<file path="src/rtl/core/aalr_pkg.sv">
// ----------------------------------------------------------------------------
// Antialiased line rasterizer package
// Shared action and pixel-select codes, widths and controller/datapath structs.
// ----------------------------------------------------------------------------
package aalr_pkg;

   localparam logic ACT_BEGIN   = 1'b0;
   localparam logic ACT_ADVANCE = 1'b1;

   localparam int SEL_W   = 3;
   localparam int COV_W   = 9;
   localparam int COLOR_W = 24;

   localparam logic [SEL_W-1:0] PIX_BEGIN_LO = 3'd0;
   localparam logic [SEL_W-1:0] PIX_BEGIN_HI = 3'd1;
   localparam logic [SEL_W-1:0] PIX_END_LO   = 3'd2;
   localparam logic [SEL_W-1:0] PIX_END_HI   = 3'd3;
   localparam logic [SEL_W-1:0] PIX_ADV_LO   = 3'd4;
   localparam logic [SEL_W-1:0] PIX_ADV_HI   = 3'd5;

   localparam logic [COV_W-1:0] COV_FULL = 9'd256;

   typedef struct packed {
      logic             latch;
      logic             setup;
      logic             div_step;
      logic             endp;
      logic             prep;
      logic [SEL_W-1:0] sel;
      logic             load;
      logic             advance;
   } cmd_type;

   typedef struct packed {
      logic action;
      logic line_active;
      logic out_free;
   } status_type;

endpackage

</file>
<file path="src/rtl/core/aalr_control.sv">
// ----------------------------------------------------------------------------
// Antialiased line rasterizer controller
// Sequences setup, gradient division, endpoint math and pixel transfers.
// ----------------------------------------------------------------------------
module aalr_control #(
   parameter int DIV_STEPS = 33
) (
   input  logic                 clock,
   input  logic                 reset,
   input  logic                 req_valid,
   output logic                 req_ready,
   input  aalr_pkg::status_type status,
   output aalr_pkg::cmd_type    cmd
);

   localparam int CNTW = $clog2(DIV_STEPS);

   localparam logic [2:0] ST_IDLE  = 3'd0;
   localparam logic [2:0] ST_SETUP = 3'd1;
   localparam logic [2:0] ST_DIV   = 3'd2;
   localparam logic [2:0] ST_ENDP  = 3'd3;
   localparam logic [2:0] ST_PREP  = 3'd4;
   localparam logic [2:0] ST_LOAD  = 3'd5;

   logic [2:0]                 state_ff, state_in;
   logic [aalr_pkg::SEL_W-1:0] sel_ff, sel_in;
   logic [CNTW-1:0]            cnt_ff, cnt_in;

   always_comb begin
      state_in     = state_ff;
      sel_in       = sel_ff;
      cnt_in       = cnt_ff;
      cmd          = '0;
      cmd.sel      = sel_ff;
      req_ready    = (state_ff == ST_IDLE);
      case (state_ff)
         ST_IDLE: begin
            if (req_valid) begin
               cmd.latch = 1'b1;
               if (status.action == aalr_pkg::ACT_ADVANCE) begin
                  if (status.line_active) begin
                     sel_in   = aalr_pkg::PIX_ADV_LO;
                     state_in = ST_PREP;
                  end
               end else begin
                  state_in = ST_SETUP;
               end
            end
         end
         ST_SETUP: begin
            cmd.setup = 1'b1;
            cnt_in    = CNTW'(DIV_STEPS - 1);
            state_in  = ST_DIV;
         end
         ST_DIV: begin
            cmd.div_step = 1'b1;
            if (cnt_ff == '0) begin
               state_in = ST_ENDP;
            end else begin
               cnt_in = cnt_ff - CNTW'(1);
            end
         end
         ST_ENDP: begin
            cmd.endp = 1'b1;
            sel_in   = aalr_pkg::PIX_BEGIN_LO;
            state_in = ST_PREP;
         end
         ST_PREP: begin
            cmd.prep = 1'b1;
            state_in = ST_LOAD;
         end
         ST_LOAD: begin
            if (status.out_free) begin
               cmd.load = 1'b1;
               if (sel_ff == aalr_pkg::PIX_END_HI) begin
                  state_in = ST_IDLE;
               end else if (sel_ff == aalr_pkg::PIX_ADV_HI) begin
                  cmd.advance = 1'b1;
                  state_in    = ST_IDLE;
               end else begin
                  sel_in   = sel_ff + aalr_pkg::SEL_W'(1);
                  state_in = ST_PREP;
               end
            end
         end
         default: begin
            state_in = ST_IDLE;
         end
      endcase
   end

   always_ff @(posedge clock) begin
      if (reset) begin
         state_ff <= ST_IDLE;
         sel_ff   <= aalr_pkg::PIX_BEGIN_LO;
         cnt_ff   <= '0;
      end else begin
         state_ff <= state_in;
         sel_ff   <= sel_in;
         cnt_ff   <= cnt_in;
      end
   end

endmodule

</file>
<file path="src/rtl/core/aalr_datapath.sv">
// ----------------------------------------------------------------------------
// Antialiased line rasterizer datapath
// Axis swap, restoring gradient divider, endpoint math, coverage and shading.
// ----------------------------------------------------------------------------
module aalr_datapath #(
   parameter int COORD_INT_BITS  = 12,
   parameter int COORD_FRAC_BITS = 4,
   parameter int SLOPE_FRAC_BITS = 16
) (
   input  logic                                    clock,
   input  logic                                    reset,
   input  aalr_pkg::cmd_type                       cmd,
   output aalr_pkg::status_type                    status,
   input  logic                                    req_action,
   input  logic signed [COORD_INT_BITS+COORD_FRAC_BITS-1:0] req_x_start,
   input  logic signed [COORD_INT_BITS+COORD_FRAC_BITS-1:0] req_y_start,
   input  logic signed [COORD_INT_BITS+COORD_FRAC_BITS-1:0] req_x_finish,
   input  logic signed [COORD_INT_BITS+COORD_FRAC_BITS-1:0] req_y_finish,
   input  logic [aalr_pkg::COLOR_W-1:0]            req_line_color,
   output logic                                    rsp_valid,
   input  logic                                    rsp_ready,
   output logic signed [COORD_INT_BITS-1:0]        rsp_pixel_x,
   output logic signed [COORD_INT_BITS-1:0]        rsp_pixel_y,
   output logic [aalr_pkg::COLOR_W-1:0]            rsp_pixel_color,
   output logic                                    rsp_last_pixel
);

   localparam int CIB  = COORD_INT_BITS;
   localparam int CFB  = COORD_FRAC_BITS;
   localparam int SFB  = SLOPE_FRAC_BITS;
   localparam int CW   = CIB + CFB;
   localparam int DLW  = CW + 1;
   localparam int NW   = DLW + SFB;
   localparam int RW   = DLW + 1;
   localparam int GW   = SFB + 2;
   localparam int TW   = CW + 2;
   localparam int CLW  = CIB + 1;
   localparam int COLW = CIB + 2;
   localparam int DW   = CFB + 2;
   localparam int PW   = GW + DW;
   localparam int YW   = CIB + SFB + 2;
   localparam int GAPW = CFB + 2;
   localparam int CVW  = aalr_pkg::COV_W;
   localparam int WPW  = CVW + GAPW;
   localparam int SCW  = 8 + CVW;

   localparam logic signed [TW-1:0]   T_HALF  = TW'(2 ** CFB);
   localparam logic [GAPW-1:0]        GAP_ONE = GAPW'(2 ** (CFB + 1));
   localparam logic signed [GW-1:0]   G_ONE   = GW'(2 ** SFB);
   localparam logic signed [COLW-1:0] COL_ONE = COLW'(1);
   localparam logic [SCW-1:0]         SC_RND  = SCW'(128);

   // latched request
   logic signed [CW-1:0] x1_ff, y1_ff, x2_ff, y2_ff;
   logic [aalr_pkg::COLOR_W-1:0] held_color_ff, held_color_in;
   // ordered major/minor endpoints
   logic signed [CW-1:0] maj1_ff, min1_ff, maj2_ff, min2_ff;
   logic signed [CW-1:0] maj1_in, min1_in, maj2_in, min2_in;
   logic steep_ff, steep_in, neg_ff, neg_in, zero_ff, zero_in;
   // divider
   logic [DLW-1:0] den_ff, den_in, rem_ff, rem_in;
   logic [NW-1:0]  quo_ff, quo_in;
   // line state
   logic signed [CLW-1:0]  c1_ff, c1_in, c2_ff, c2_in;
   logic [GAPW-1:0]        gap1_ff, gap1_in, gap2_ff, gap2_in;
   logic signed [YW-1:0]   ye1_ff, ye1_in, ye2_ff, ye2_in, yint_ff, yint_in;
   logic signed [GW-1:0]   slope_ff, slope_in;
   logic signed [COLW-1:0] cur_ff, cur_in, fin_ff, fin_in;
   logic                   line_active_ff, line_active_in;
   // prepared pixel
   logic [CIB-1:0] pcol_ff, pcol_in, prow_ff, prow_in;
   logic [CVW-1:0] pcov_ff, pcov_in;
   logic           plast_ff, plast_in;
   // output register
   logic                         rsp_valid_ff, rsp_valid_in;
   logic [CIB-1:0]               rsp_x_ff, rsp_x_in, rsp_y_ff, rsp_y_in;
   logic [aalr_pkg::COLOR_W-1:0] rsp_color_ff, rsp_color_in;
   logic                         rsp_last_ff, rsp_last_in;

   // setup terms
   logic signed [DLW-1:0] dx, dy, dmaj, dmin;
   logic [DLW-1:0]        ax, ay, amaj, amin;
   logic signed [CW-1:0]  sa1, sb1, sa2, sb2;
   logic                  steep, swap;
   // divider terms
   logic [RW-1:0]         rem_sh;
   logic                  ge;
   // endpoint terms
   logic signed [GW-1:0]  gmag, g;
   logic signed [CW-1:0]  ep_x [2];
   logic signed [CW-1:0]  ep_y [2];
   logic signed [TW-1:0]  t    [2];
   logic signed [CLW-1:0] c    [2];
   logic [CFB:0]          fr   [2];
   logic signed [DLW-1:0] dfull[2];
   logic signed [DW-1:0]  diff [2];
   logic signed [PW-1:0]  prod [2];
   logic signed [PW-1:0]  sh   [2];
   logic signed [YW-1:0]  ye   [2];
   // pixel terms
   logic signed [COLW-1:0] p_col, p_row, rbase;
   logic signed [YW-1:0]   p_minor;
   logic                   p_upper, p_weight, p_last, adv_last;
   logic [GAPW-1:0]        p_gap;
   logic [7:0]             f8;
   logic [CVW-1:0]         base_cov;
   logic [WPW-1:0]         wprod;
   logic [SCW-1:0]         sc   [3];

   assign status.action      = req_action;
   assign status.line_active = line_active_ff;
   assign status.out_free    = !rsp_valid_ff || rsp_ready;

   assign rsp_valid       = rsp_valid_ff;
   assign rsp_pixel_x     = rsp_x_ff;
   assign rsp_pixel_y     = rsp_y_ff;
   assign rsp_pixel_color = rsp_color_ff;
   assign rsp_last_pixel  = rsp_last_ff;

   assign adv_last = (cur_ff >= fin_ff);

   always_comb begin
      dx    = DLW'(x2_ff) - DLW'(x1_ff);
      dy    = DLW'(y2_ff) - DLW'(y1_ff);
      ax    = dx[DLW-1] ? DLW'(-dx) : DLW'(dx);
      ay    = dy[DLW-1] ? DLW'(-dy) : DLW'(dy);
      steep = (ay > ax);
      sa1   = steep ? y1_ff : x1_ff;
      sb1   = steep ? x1_ff : y1_ff;
      sa2   = steep ? y2_ff : x2_ff;
      sb2   = steep ? x2_ff : y2_ff;
      swap  = (sa2 < sa1);
      dmaj  = steep ? dy : dx;
      dmin  = steep ? dx : dy;
      amaj  = steep ? ay : ax;
      amin  = steep ? ax : ay;

      rem_sh = {rem_ff, quo_ff[NW-1]};
      ge     = (rem_sh >= {1'b0, den_ff});

      gmag = GW'({1'b0, quo_ff[SFB:0]});
      if (zero_ff) begin
         g = G_ONE;
      end else if (neg_ff) begin
         g = -gmag;
      end else begin
         g = gmag;
      end

      ep_x[0] = maj1_ff;
      ep_y[0] = min1_ff;
      ep_x[1] = maj2_ff;
      ep_y[1] = min2_ff;
      for (int i = 0; i < 2; i++) begin
         t[i]     = {ep_x[i][CW-1], ep_x[i], 1'b0} + T_HALF;
         c[i]     = t[i][TW-1:CFB+1];
         fr[i]    = t[i][CFB:0];
         dfull[i] = (DLW'(c[i]) <<< CFB) - DLW'(ep_x[i]);
         diff[i]  = dfull[i][DW-1:0];
         prod[i]  = g * diff[i];
         sh[i]    = prod[i] >>> CFB;
         ye[i]    = (YW'(ep_y[i]) <<< (SFB - CFB)) + YW'(sh[i]);
      end

      p_col    = COLW'(cur_ff);
      p_minor  = yint_ff;
      p_upper  = 1'b0;
      p_weight = 1'b0;
      p_gap    = gap1_ff;
      p_last   = 1'b0;
      case (cmd.sel)
         aalr_pkg::PIX_BEGIN_LO: begin
            p_col    = COLW'(c1_ff);
            p_minor  = ye1_ff;
            p_weight = 1'b1;
         end
         aalr_pkg::PIX_BEGIN_HI: begin
            p_col    = COLW'(c1_ff);
            p_minor  = ye1_ff;
            p_upper  = 1'b1;
            p_weight = 1'b1;
         end
         aalr_pkg::PIX_END_LO: begin
            p_col    = COLW'(c2_ff);
            p_minor  = ye2_ff;
            p_weight = 1'b1;
            p_gap    = gap2_ff;
         end
         aalr_pkg::PIX_END_HI: begin
            p_col    = COLW'(c2_ff);
            p_minor  = ye2_ff;
            p_upper  = 1'b1;
            p_weight = 1'b1;
            p_gap    = gap2_ff;
            p_last   = !line_active_ff;
         end
         aalr_pkg::PIX_ADV_LO: begin
            p_col = cur_ff;
         end
         aalr_pkg::PIX_ADV_HI: begin
            p_upper = 1'b1;
            p_last  = adv_last;
         end
         default: begin
            p_col = cur_ff;
         end
      endcase
      f8       = p_minor[SFB-1 -: 8];
      rbase    = p_minor[YW-1:SFB];
      p_row    = rbase + COLW'(p_upper);
      base_cov = p_upper ? {1'b0, f8} : aalr_pkg::COV_FULL - {1'b0, f8};
      wprod    = WPW'(base_cov) * WPW'(p_gap);

      for (int k = 0; k < 3; k++) begin
         sc[k] = SCW'(held_color_ff[8*k +: 8]) * SCW'(pcov_ff) + SC_RND;
      end
   end

   always_comb begin
      held_color_in  = held_color_ff;
      maj1_in        = maj1_ff;
      min1_in        = min1_ff;
      maj2_in        = maj2_ff;
      min2_in        = min2_ff;
      steep_in       = steep_ff;
      neg_in         = neg_ff;
      zero_in        = zero_ff;
      den_in         = den_ff;
      rem_in         = rem_ff;
      quo_in         = quo_ff;
      c1_in          = c1_ff;
      c2_in          = c2_ff;
      gap1_in        = gap1_ff;
      gap2_in        = gap2_ff;
      ye1_in         = ye1_ff;
      ye2_in         = ye2_ff;
      slope_in       = slope_ff;
      yint_in        = yint_ff;
      cur_in         = cur_ff;
      fin_in         = fin_ff;
      line_active_in = line_active_ff;
      pcol_in        = pcol_ff;
      prow_in        = prow_ff;
      pcov_in        = pcov_ff;
      plast_in       = plast_ff;
      rsp_x_in       = rsp_x_ff;
      rsp_y_in       = rsp_y_ff;
      rsp_color_in   = rsp_color_ff;
      rsp_last_in    = rsp_last_ff;
      rsp_valid_in   = rsp_valid_ff && !rsp_ready;

      if (cmd.latch && req_action == aalr_pkg::ACT_BEGIN) begin
         held_color_in = req_line_color;
      end
      if (cmd.setup) begin
         steep_in = steep;
         maj1_in  = swap ? sa2 : sa1;
         min1_in  = swap ? sb2 : sb1;
         maj2_in  = swap ? sa1 : sa2;
         min2_in  = swap ? sb1 : sb2;
         neg_in   = dmaj[DLW-1] ^ dmin[DLW-1];
         zero_in  = (amaj == '0);
         den_in   = amaj;
         quo_in   = {amin, SFB'(0)};
         rem_in   = '0;
      end
      if (cmd.div_step) begin
         rem_in = ge ? DLW'(rem_sh - {1'b0, den_ff}) : rem_sh[DLW-1:0];
         quo_in = {quo_ff[NW-2:0], ge};
      end
      if (cmd.endp) begin
         c1_in          = c[0];
         c2_in          = c[1];
         gap1_in        = GAP_ONE - GAPW'(fr[0]);
         gap2_in        = GAPW'(fr[1]);
         ye1_in         = ye[0];
         ye2_in         = ye[1];
         slope_in       = g;
         yint_in        = ye[0] + YW'(g);
         cur_in         = COLW'(c[0]) + COL_ONE;
         fin_in         = COLW'(c[1]) - COL_ONE;
         line_active_in = (COLW'(c[0]) + COL_ONE) <= (COLW'(c[1]) - COL_ONE);
      end
      if (cmd.prep) begin
         pcol_in  = p_col[CIB-1:0];
         prow_in  = p_row[CIB-1:0];
         pcov_in  = p_weight ? wprod[CFB+1 +: CVW] : base_cov;
         plast_in = p_last;
      end
      if (cmd.load) begin
         rsp_valid_in = 1'b1;
         rsp_x_in     = steep_ff ? prow_ff : pcol_ff;
         rsp_y_in     = steep_ff ? pcol_ff : prow_ff;
         rsp_color_in = {sc[2][15:8], sc[1][15:8], sc[0][15:8]};
         rsp_last_in  = plast_ff;
      end
      if (cmd.advance) begin
         yint_in = yint_ff + YW'(slope_ff);
         if (adv_last) begin
            line_active_in = 1'b0;
         end else begin
            cur_in = cur_ff + COL_ONE;
         end
      end
   end

   always_ff @(posedge clock) begin
      if (reset) begin
         line_active_ff <= 1'b0;
         rsp_valid_ff   <= 1'b0;
      end else begin
         line_active_ff <= line_active_in;
         rsp_valid_ff   <= rsp_valid_in;
      end
   end

   always_ff @(posedge clock) begin
      if (cmd.latch) begin
         x1_ff <= req_x_start;
         y1_ff <= req_y_start;
         x2_ff <= req_x_finish;
         y2_ff <= req_y_finish;
      end
      held_color_ff <= held_color_in;
      maj1_ff       <= maj1_in;
      min1_ff       <= min1_in;
      maj2_ff       <= maj2_in;
      min2_ff       <= min2_in;
      steep_ff      <= steep_in;
      neg_ff        <= neg_in;
      zero_ff       <= zero_in;
      den_ff        <= den_in;
      rem_ff        <= rem_in;
      quo_ff        <= quo_in;
      c1_ff         <= c1_in;
      c2_ff         <= c2_in;
      gap1_ff       <= gap1_in;
      gap2_ff       <= gap2_in;
      ye1_ff        <= ye1_in;
      ye2_ff        <= ye2_in;
      slope_ff      <= slope_in;
      yint_ff       <= yint_in;
      cur_ff        <= cur_in;
      fin_ff        <= fin_in;
      pcol_ff       <= pcol_in;
      prow_ff       <= prow_in;
      pcov_ff       <= pcov_in;
      plast_ff      <= plast_in;
      rsp_x_ff      <= rsp_x_in;
      rsp_y_ff      <= rsp_y_in;
      rsp_color_ff  <= rsp_color_in;
      rsp_last_ff   <= rsp_last_in;
   end

endmodule

</file>
<file path="src/rtl/core/antialiased_line_rasterizer_core.sv">
// ----------------------------------------------------------------------------
// Antialiased line rasterizer core
// Wu line rasterizer: begin transfers set up a line, advance transfers step it.
// ----------------------------------------------------------------------------
// A begin transfer is accepted and set up, then the gradient divider develops one
// quotient bit per cycle, COORD_INT_BITS + COORD_FRAC_BITS + 1 + SLOPE_FRAC_BITS
// bits in all (33 by default); then come the endpoint step and a prepare and a
// load for each of the four endpoint pixels, all before the next transfer is taken.
// An advance transfer is accepted, then prepares and loads each of its two
// pixels; an advance with no line active is accepted and gives no pixel. A stall
// on the result side holds the sequence in its load state until the slot is free.
module antialiased_line_rasterizer_core #(
   parameter int COORD_INT_BITS  = 12,
   parameter int COORD_FRAC_BITS = 4,
   parameter int SLOPE_FRAC_BITS = 16
) (
   input  logic                                             clock,
   input  logic                                             reset,
   input  logic                                             req_valid,
   output logic                                             req_ready,
   input  logic                                             req_action,
   input  logic signed [COORD_INT_BITS+COORD_FRAC_BITS-1:0] req_x_start,
   input  logic signed [COORD_INT_BITS+COORD_FRAC_BITS-1:0] req_y_start,
   input  logic signed [COORD_INT_BITS+COORD_FRAC_BITS-1:0] req_x_finish,
   input  logic signed [COORD_INT_BITS+COORD_FRAC_BITS-1:0] req_y_finish,
   input  logic [aalr_pkg::COLOR_W-1:0]                     req_line_color,
   output logic                                             rsp_valid,
   input  logic                                             rsp_ready,
   output logic signed [COORD_INT_BITS-1:0]                 rsp_pixel_x,
   output logic signed [COORD_INT_BITS-1:0]                 rsp_pixel_y,
   output logic [aalr_pkg::COLOR_W-1:0]                     rsp_pixel_color,
   output logic                                             rsp_last_pixel
);

   localparam int DIV_STEPS = COORD_INT_BITS + COORD_FRAC_BITS + 1 + SLOPE_FRAC_BITS;

   aalr_pkg::cmd_type    cmd;
   aalr_pkg::status_type status;

   aalr_control #(
      .DIV_STEPS(DIV_STEPS)
   ) u_control (
      .clock    (clock),
      .reset    (reset),
      .req_valid(req_valid),
      .req_ready(req_ready),
      .status   (status),
      .cmd      (cmd)
   );

   aalr_datapath #(
      .COORD_INT_BITS (COORD_INT_BITS),
      .COORD_FRAC_BITS(COORD_FRAC_BITS),
      .SLOPE_FRAC_BITS(SLOPE_FRAC_BITS)
   ) u_datapath (
      .clock          (clock),
      .reset          (reset),
      .cmd            (cmd),
      .status         (status),
      .req_action     (req_action),
      .req_x_start    (req_x_start),
      .req_y_start    (req_y_start),
      .req_x_finish   (req_x_finish),
      .req_y_finish   (req_y_finish),
      .req_line_color (req_line_color),
      .rsp_valid      (rsp_valid),
      .rsp_ready      (rsp_ready),
      .rsp_pixel_x    (rsp_pixel_x),
      .rsp_pixel_y    (rsp_pixel_y),
      .rsp_pixel_color(rsp_pixel_color),
      .rsp_last_pixel (rsp_last_pixel)
   );

   a_load_when_free: assert property (@(posedge clock) disable iff (reset)
      cmd.load |-> (!rsp_valid || rsp_ready))
      else $error("pixel loaded over an untaken result");

   a_ready_only_idle: assert property (@(posedge clock) disable iff (reset)
      req_ready |-> !(cmd.load || cmd.div_step || cmd.prep || cmd.endp))
      else $error("request taken while work in flight");

   a_advance_on_load: assert property (@(posedge clock) disable iff (reset)
      cmd.advance |-> (cmd.load && status.line_active))
      else $error("column advanced without an active line");

   a_load_shows: assert property (@(posedge clock) disable iff (reset)
      cmd.load |=> rsp_valid)
      else $error("loaded pixel not presented");

endmodule

</file>
<file path="config.mk">
export PLATFORM = sky130hd
export DESIGN_NAME = antialiased_line_rasterizer_core
export DESIGN_NICKNAME = d
export VERILOG_FILES = /design/src/rtl/core/aalr_pkg.sv /design/src/rtl/core/aalr_control.sv /design/src/rtl/core/aalr_datapath.sv /design/src/rtl/core/antialiased_line_rasterizer_core.sv
export SDC_FILE = /design/constraint.sdc
export NUM_CORES = 2
export LEC_CHECK = 0
export BUFFER_PORTS_ARGS = -buffer_cell sky130_fd_sc_hd__buf_4
export CORE_MARGIN = 2
export CORE_UTILIZATION = 40
export DETAILED_ROUTE_END_ITERATION = 16
export PLACE_DENSITY_LB_ADDON = 0.15
export SYNTH_ARGS = -nofsm -noshare
export SYNTH_HDL_FRONTEND = slang
export SYNTH_SLANG_ARGS = --single-unit
</file>
<file path="constraint.sdc">
create_clock -name clock -period 12.95 [get_ports clock]
set_input_delay 1.295 -clock clock [delete_from_list [all_inputs] [get_ports clock]]
set_output_delay 1.295 -clock clock [all_outputs]
set_load 0.01 [all_outputs]
</file>
* Yosys cells after proc, flatten, opt, wreduce, memory -nomap -nowiden
Index checks and enable logic that the tools add are counted.
** Operators by class
- Equality and inequality tests :: 18
- Magnitude comparators :: 5
- Bitwise logic cells :: 2
- Mux-type cells :: 66
- Reductions and logical operators :: 21
- Add/sub/neg operators :: 25
- $mul :: 6
** Operators with widths (count)
- $mux W17 :: 9
- $mux W16 :: 8
- $mux W33 :: 2
- $mux W30 :: 2
- $pmux W28 S2 :: 1
- $add A16 B8 Y16 const B :: 3
- $mul A18 B6 Y24 :: 2
- $mul A8 B9 Y16 :: 3
- $mux W14 :: 3
- $add A17 B6 Y18 const B :: 2
- $mux W18 :: 2
- $mux W3 :: 12
- $neg A17 Y17 :: 2
- $sub A16 B16 Y17 :: 2
- $add A29 B18 Y30 :: 1
- $add A30 B18 Y30 :: 1
- $add A28 B20 Y29 :: 1
- $add A28 B20 Y28 :: 1
- $mux W12 :: 2
- $pmux W12 S2 :: 1
- $ge A18 B17 Y1 :: 1
- $mux W9 :: 2
- $neg A17 Y18 :: 1
- $pmux W3 S6 :: 1
- other kinds (43) :: 78
** Word-level totals
- Input port bits :: 93
- Output and inout port bits :: 51
- Bits in registers :: 486

* Longest topological paths before layout
- Depth in word-level cells :: 8
- Mapped depth :: 50
- Gate-level depth less buffers :: 49

* Modules after synthesis
Synthesis repeated with hierarchy kept, for this count alone.
** Second synthesis, totals
- Cell total of the unflattened synthesis :: 4401
- Area, all modules :: 43545.5 sq um
** Modules (own cells, without submodules)
- aalr_datapath :: area each 42709.7 sq um, seq. area each 13472.9 sq um, instances 1, cells each 4296
- aalr_control :: area each 835.8 sq um, seq. area each 240.2 sq um, instances 1, cells each 105

* Worst setup path before layout
Ideal clock, no wire load.
- Kind :: flip-flop to flip-flop
- Start :: reg u_datapath.quo_ff[0]
- End :: reg u_datapath.yint_ff[27] (data pin)
- Period minus slack after synthesis :: 9.388 ns
- Arrival :: 9.118 ns
- Stages on the path, launching flop included :: 49
- Path slack :: 3.562 ns
- Library setup time :: 0.270 ns
- Cells stage by stage :: edfxtp_1 -> inv_1 -> ha_1 -> inv_1 -> o31ai_1 -> xor2_1 -> or2_2 -> clkbuf_1 -> clkinv_1 -> and2_1 -> fa_1 -> inv_1 -> fa_1 -> inv_1 -> fa_1 -> inv_1 -> fa_1 -> inv_1 -> [13 not listed] -> a21boi_0 -> o21ai_0 -> nand2b_1 -> a21o_1 -> a21oi_1 -> nor2b_1 -> o21ai_0 -> nor2b_1 -> xnor2_1 -> ha_1 -> a21o_1 -> a31oi_1 -> o21a_1 -> o31a_1 -> nand3_1 -> o311ai_0 -> xnor2_1 -> mux2i_1
** RTL lines
- start, declared :: line aalr_datapath.sv:62 : logic [NW-1:0] quo_ff, quo_in;
- start signal, assigned :: line aalr_datapath.sv:334 : quo_ff <= quo_in;
- end signal, assigned :: line aalr_datapath.sv:342 : yint_ff <= yint_in;
- end, declared :: line aalr_datapath.sv:66 : logic signed [YW-1:0] ye1_ff, ye1_in, ye2_ff, ye2_in, yint_ff, yint_in;

==> key figures <==
Finish
  – Reg area: approximately 14000 sq um
  – Final std cells w/o fill: 6205
  – Post-route cell area: 48700 sq um
  – FILL cells: 10600
  – Diode count: 0
  – Final #Nets: 5563
  – Area growth syn-to-layout: 10.7%
  – Fraction of layout cells with a size suffix above 1: 0.0797
  – Multi-input combinational cell area: roughly 28000 sq um

Global route
  – Overflow left after global routing: 0
  – Largest net degree at the start of global routing: between 90 and 100
  – GRT busiest layer: met2
  – Global Route Usage Sum: 0.211
  – Vias in the first global route: between 30000 and 40000
  – First-pass GRT wire length: 187 mm
  – Grt met1 use: 0.285
  – M2 GR Usage: 0.355
  – Initial antenna violation count: 3
  – Grt met3 use: 0.0256

Critical path
  – Crit-path max FO: 10
  – Crit Path Class: flip-flop to flip-flop
  – CP endpoint kind: flip-flop
  – Reg2reg path depth: 35
  – Type of origin of the critical path: flip-flop
  – Req. time, crit path: 13.34 ns
  – CP max-delay cell: xnor2_1
  – Worst stage delay on the critical path: about 0.8 ns
  – Critical path data arrival time: 10.94 ns

Synthesis
  – Synthesized instance count: 4656
  – Post-synth ARST share: 0
  – Predominant post-synthesis flop cell: edfxtp_1
  – Register bit total from synthesis: 466
  – Synth Net Count: around 5500
  – Largest family of logic cells by synthesized area: adder cells
  – Simple logic cell fraction of the synthesized area: 0.167
  – Top cell type's share of synthesized area: 0.299
  – Post-synthesis sequential area ratio: 0.312
  – Post-Syn Area: 44000 sq um
  – Synth Area in XOR/XNOR: 0.0587
  – Syn Area/Cell: 9.45 sq um
  – Number of synthesized flops with an enable pin: roughly 440
  – Post-synth top cells: inv_1, nand2_1, edfxtp_1, ha_1, nor2_1
  – Number of synthesis warnings: 0
  – Count leader, synth: inv_1
  – Adder-Cell Fraction of Synth Area: 0.258
  – Mux cell area share after synthesis: 0.0275
  – Distinct cells, synth: 88
  – Top cells by area, synth: edfxtp_1, fa_1, ha_1, inv_1, nand2_1
  – Yosys top cell by area: edfxtp_1
  – Compound-cell area share of the yosys netlist: 0.119

Routing
  – DRT iter0 DRCs: roughly 2400
  – Vias/cell: 5.37
  – Via Count: 33300
  – WL/cell: 19.1 um
  – DRC violations left: 0
  – Final WL: 119 mm
  – Drt pass-1 iters: 6
  – Number of routed nets with antenna violations: 0

Timing
  – Final setup vio count: 0
  – Fin. Hold Viols: 0
  – Share of the clock period used by the worst path: 0.815
  – Final Max Tran Viols: 0
  – F_max: 94.7 MHz
  – Worst-margin pin slew: around 1.2 ns
  – Clk_skew: 0.0233 ns
  – Rel. slew slack: 0.214
  – Tmin final: 10.56 ns
  – RSZ-0062 raised after global routing: false
  – Setup_tns: 0 ns

Clocking
  – Post-CTS Resized: 0
  – Worst-path clk slew: 0.07 ns
  – CTS max path bufs: 3
  – Postcts setup bufs: 0
  – H-tree levels: 2
  – Worst-Skew Late Latency: about 0.66 ns
  – Sink Count: 466
  – CTS hold repair buffers: 0
  – TritonCTS clock tree: yes
  – Clk root buf: clkbuf_16
  – CTS Buf Count: 58

Die
  – Initial core utilization: 0.403
  – FP Rows: 121
  – Top Ports: 144
  – Die Y: 336 um
  – Die width: 336 um
  – Core region area: ~110000 sq um
  – DIE AREA: 113000 sq um

Min path
  – Hold WC Path Type: flip-flop to flip-flop
  – Min-Delay Path Depth: 0

Status
  – Status: complete, no violations

Placement
  – Post-DP Area: 46600 sq um
  – Port bufs: 143
  – Routability cong.: 0.910
  – HPWL after DPL: 92.4 mm
  – Placed Cells incl. Taps: 6095

Flow run
  – # Max-Cap Violations: 0
==> layout by cell type, fill, tap and decap left out, drive strengths merged, types with 10 or more instances in the layout <==
cell type,n
a22oi,36
o21ai,179
mux2,29
o21bai,24
nor2,404
and2,159
or2,25
inv,510
nand3,69
nand4,29
nor3b,13
mux2i,88
a21oi,256
xnor2,184
a31oi,34
nand2,481
a211o,13
nor3,126
clkinv,30
nand2b,37
o21a,39
buf,192
ha,434
a311oi,11
clkbuf,67
edfxtp,438
or4,10
o31ai,17
fa,295
dfxtp,28
a21o,60
or3,19
xor2,108
nor2b,50
a211oi,29
nor4,28
and3,77
==> cell type report <==
cell class                      count  share of cell area
Clock buffer                       67              0.0315
Timing Repair Buffer              192              0.0296
Sequential cell                   466               0.282
Tap cell                         1414              0.0364
Inverter                          512              0.0395
Clock inverter                     43             0.00998
Multi-Input combinational cell   3511               0.571
==> worst paths after layout <==
kind	from	end	slack, ns
min reg2reg	u_datapath.plast_ff	u_datapath.rsp_last_pixel	0.42
min	u_datapath.plast_ff	u_datapath.rsp_last_pixel	0.42
max reg2reg	u_datapath.quo_ff[3]	u_datapath.yint_ff[27]	2.39
max	u_datapath.quo_ff[3]	u_datapath.yint_ff[27]	2.39
==> flip-flops by register name, summed over array words and instances, names as in the netlist, 18 cells and up <==
signal                      count
u_datapath.quo_ff              33
u_datapath.yint_ff             28
u_datapath.held_color_ff       24
u_datapath.rsp_pixel_color     24
u_datapath.ye1_ff              20
u_datapath.ye2_ff              20
u_datapath.slope_ff            18
==> cell families (layout without fill, tap and decap cells) <==
group | count (synthesis) | in the layout
flip-flops | 466 | 466
AND/OR/NAND/NOR | 1553 | 1553
XOR/XNOR | 293 | 293
AO/OA/AOI/OAI | 819 | 819
buffers and inverters | 679 | 814
adder cells (fa/ha/maj) | 729 | 729
multiplexers | 117 | 117
==> metal layers <==
metal,wire length [um],up-vias
met5,39,-
met4,3100,6
met3,5130,166
met2,56000,753
met1,54300,16200
li1,-,16200
==> worst max-delay path, delay by kind of cell, from the launching register on <==
| kind | cells | cell delay (ns) |
|---|---|---|
| fa+ha+maj | 7 | 2.88 |
| buf+inv | 1 | 0.33 |
| flops | 1 | 0.44 |
| simple gates | 10 | 2.94 |
| xor+xnor | 4 | 1.29 |
| mux | 1 | 0.08 |
| compound gates | 12 | 2.33 |
==> per-stage QoR <==
stage | setup slack, ns | hold slack, ns | utilization
5_1_grt | 1.43 | 0.438 | 0.446
2_1_floorplan | 3.56 | 0.400 | -
3_3_place_gp | 2.50 | 0.410 | 0.428
3_5_place_dp | 2.35 | 0.405 | 0.428
6_report | 2.39 | 0.418 | 0.446
4_1_cts | 2.31 | 0.418 | 0.446
Power is left out: the tool's default activity adds up to more than one toggle a clock period on the data nets, which glitch-free logic cannot reach.
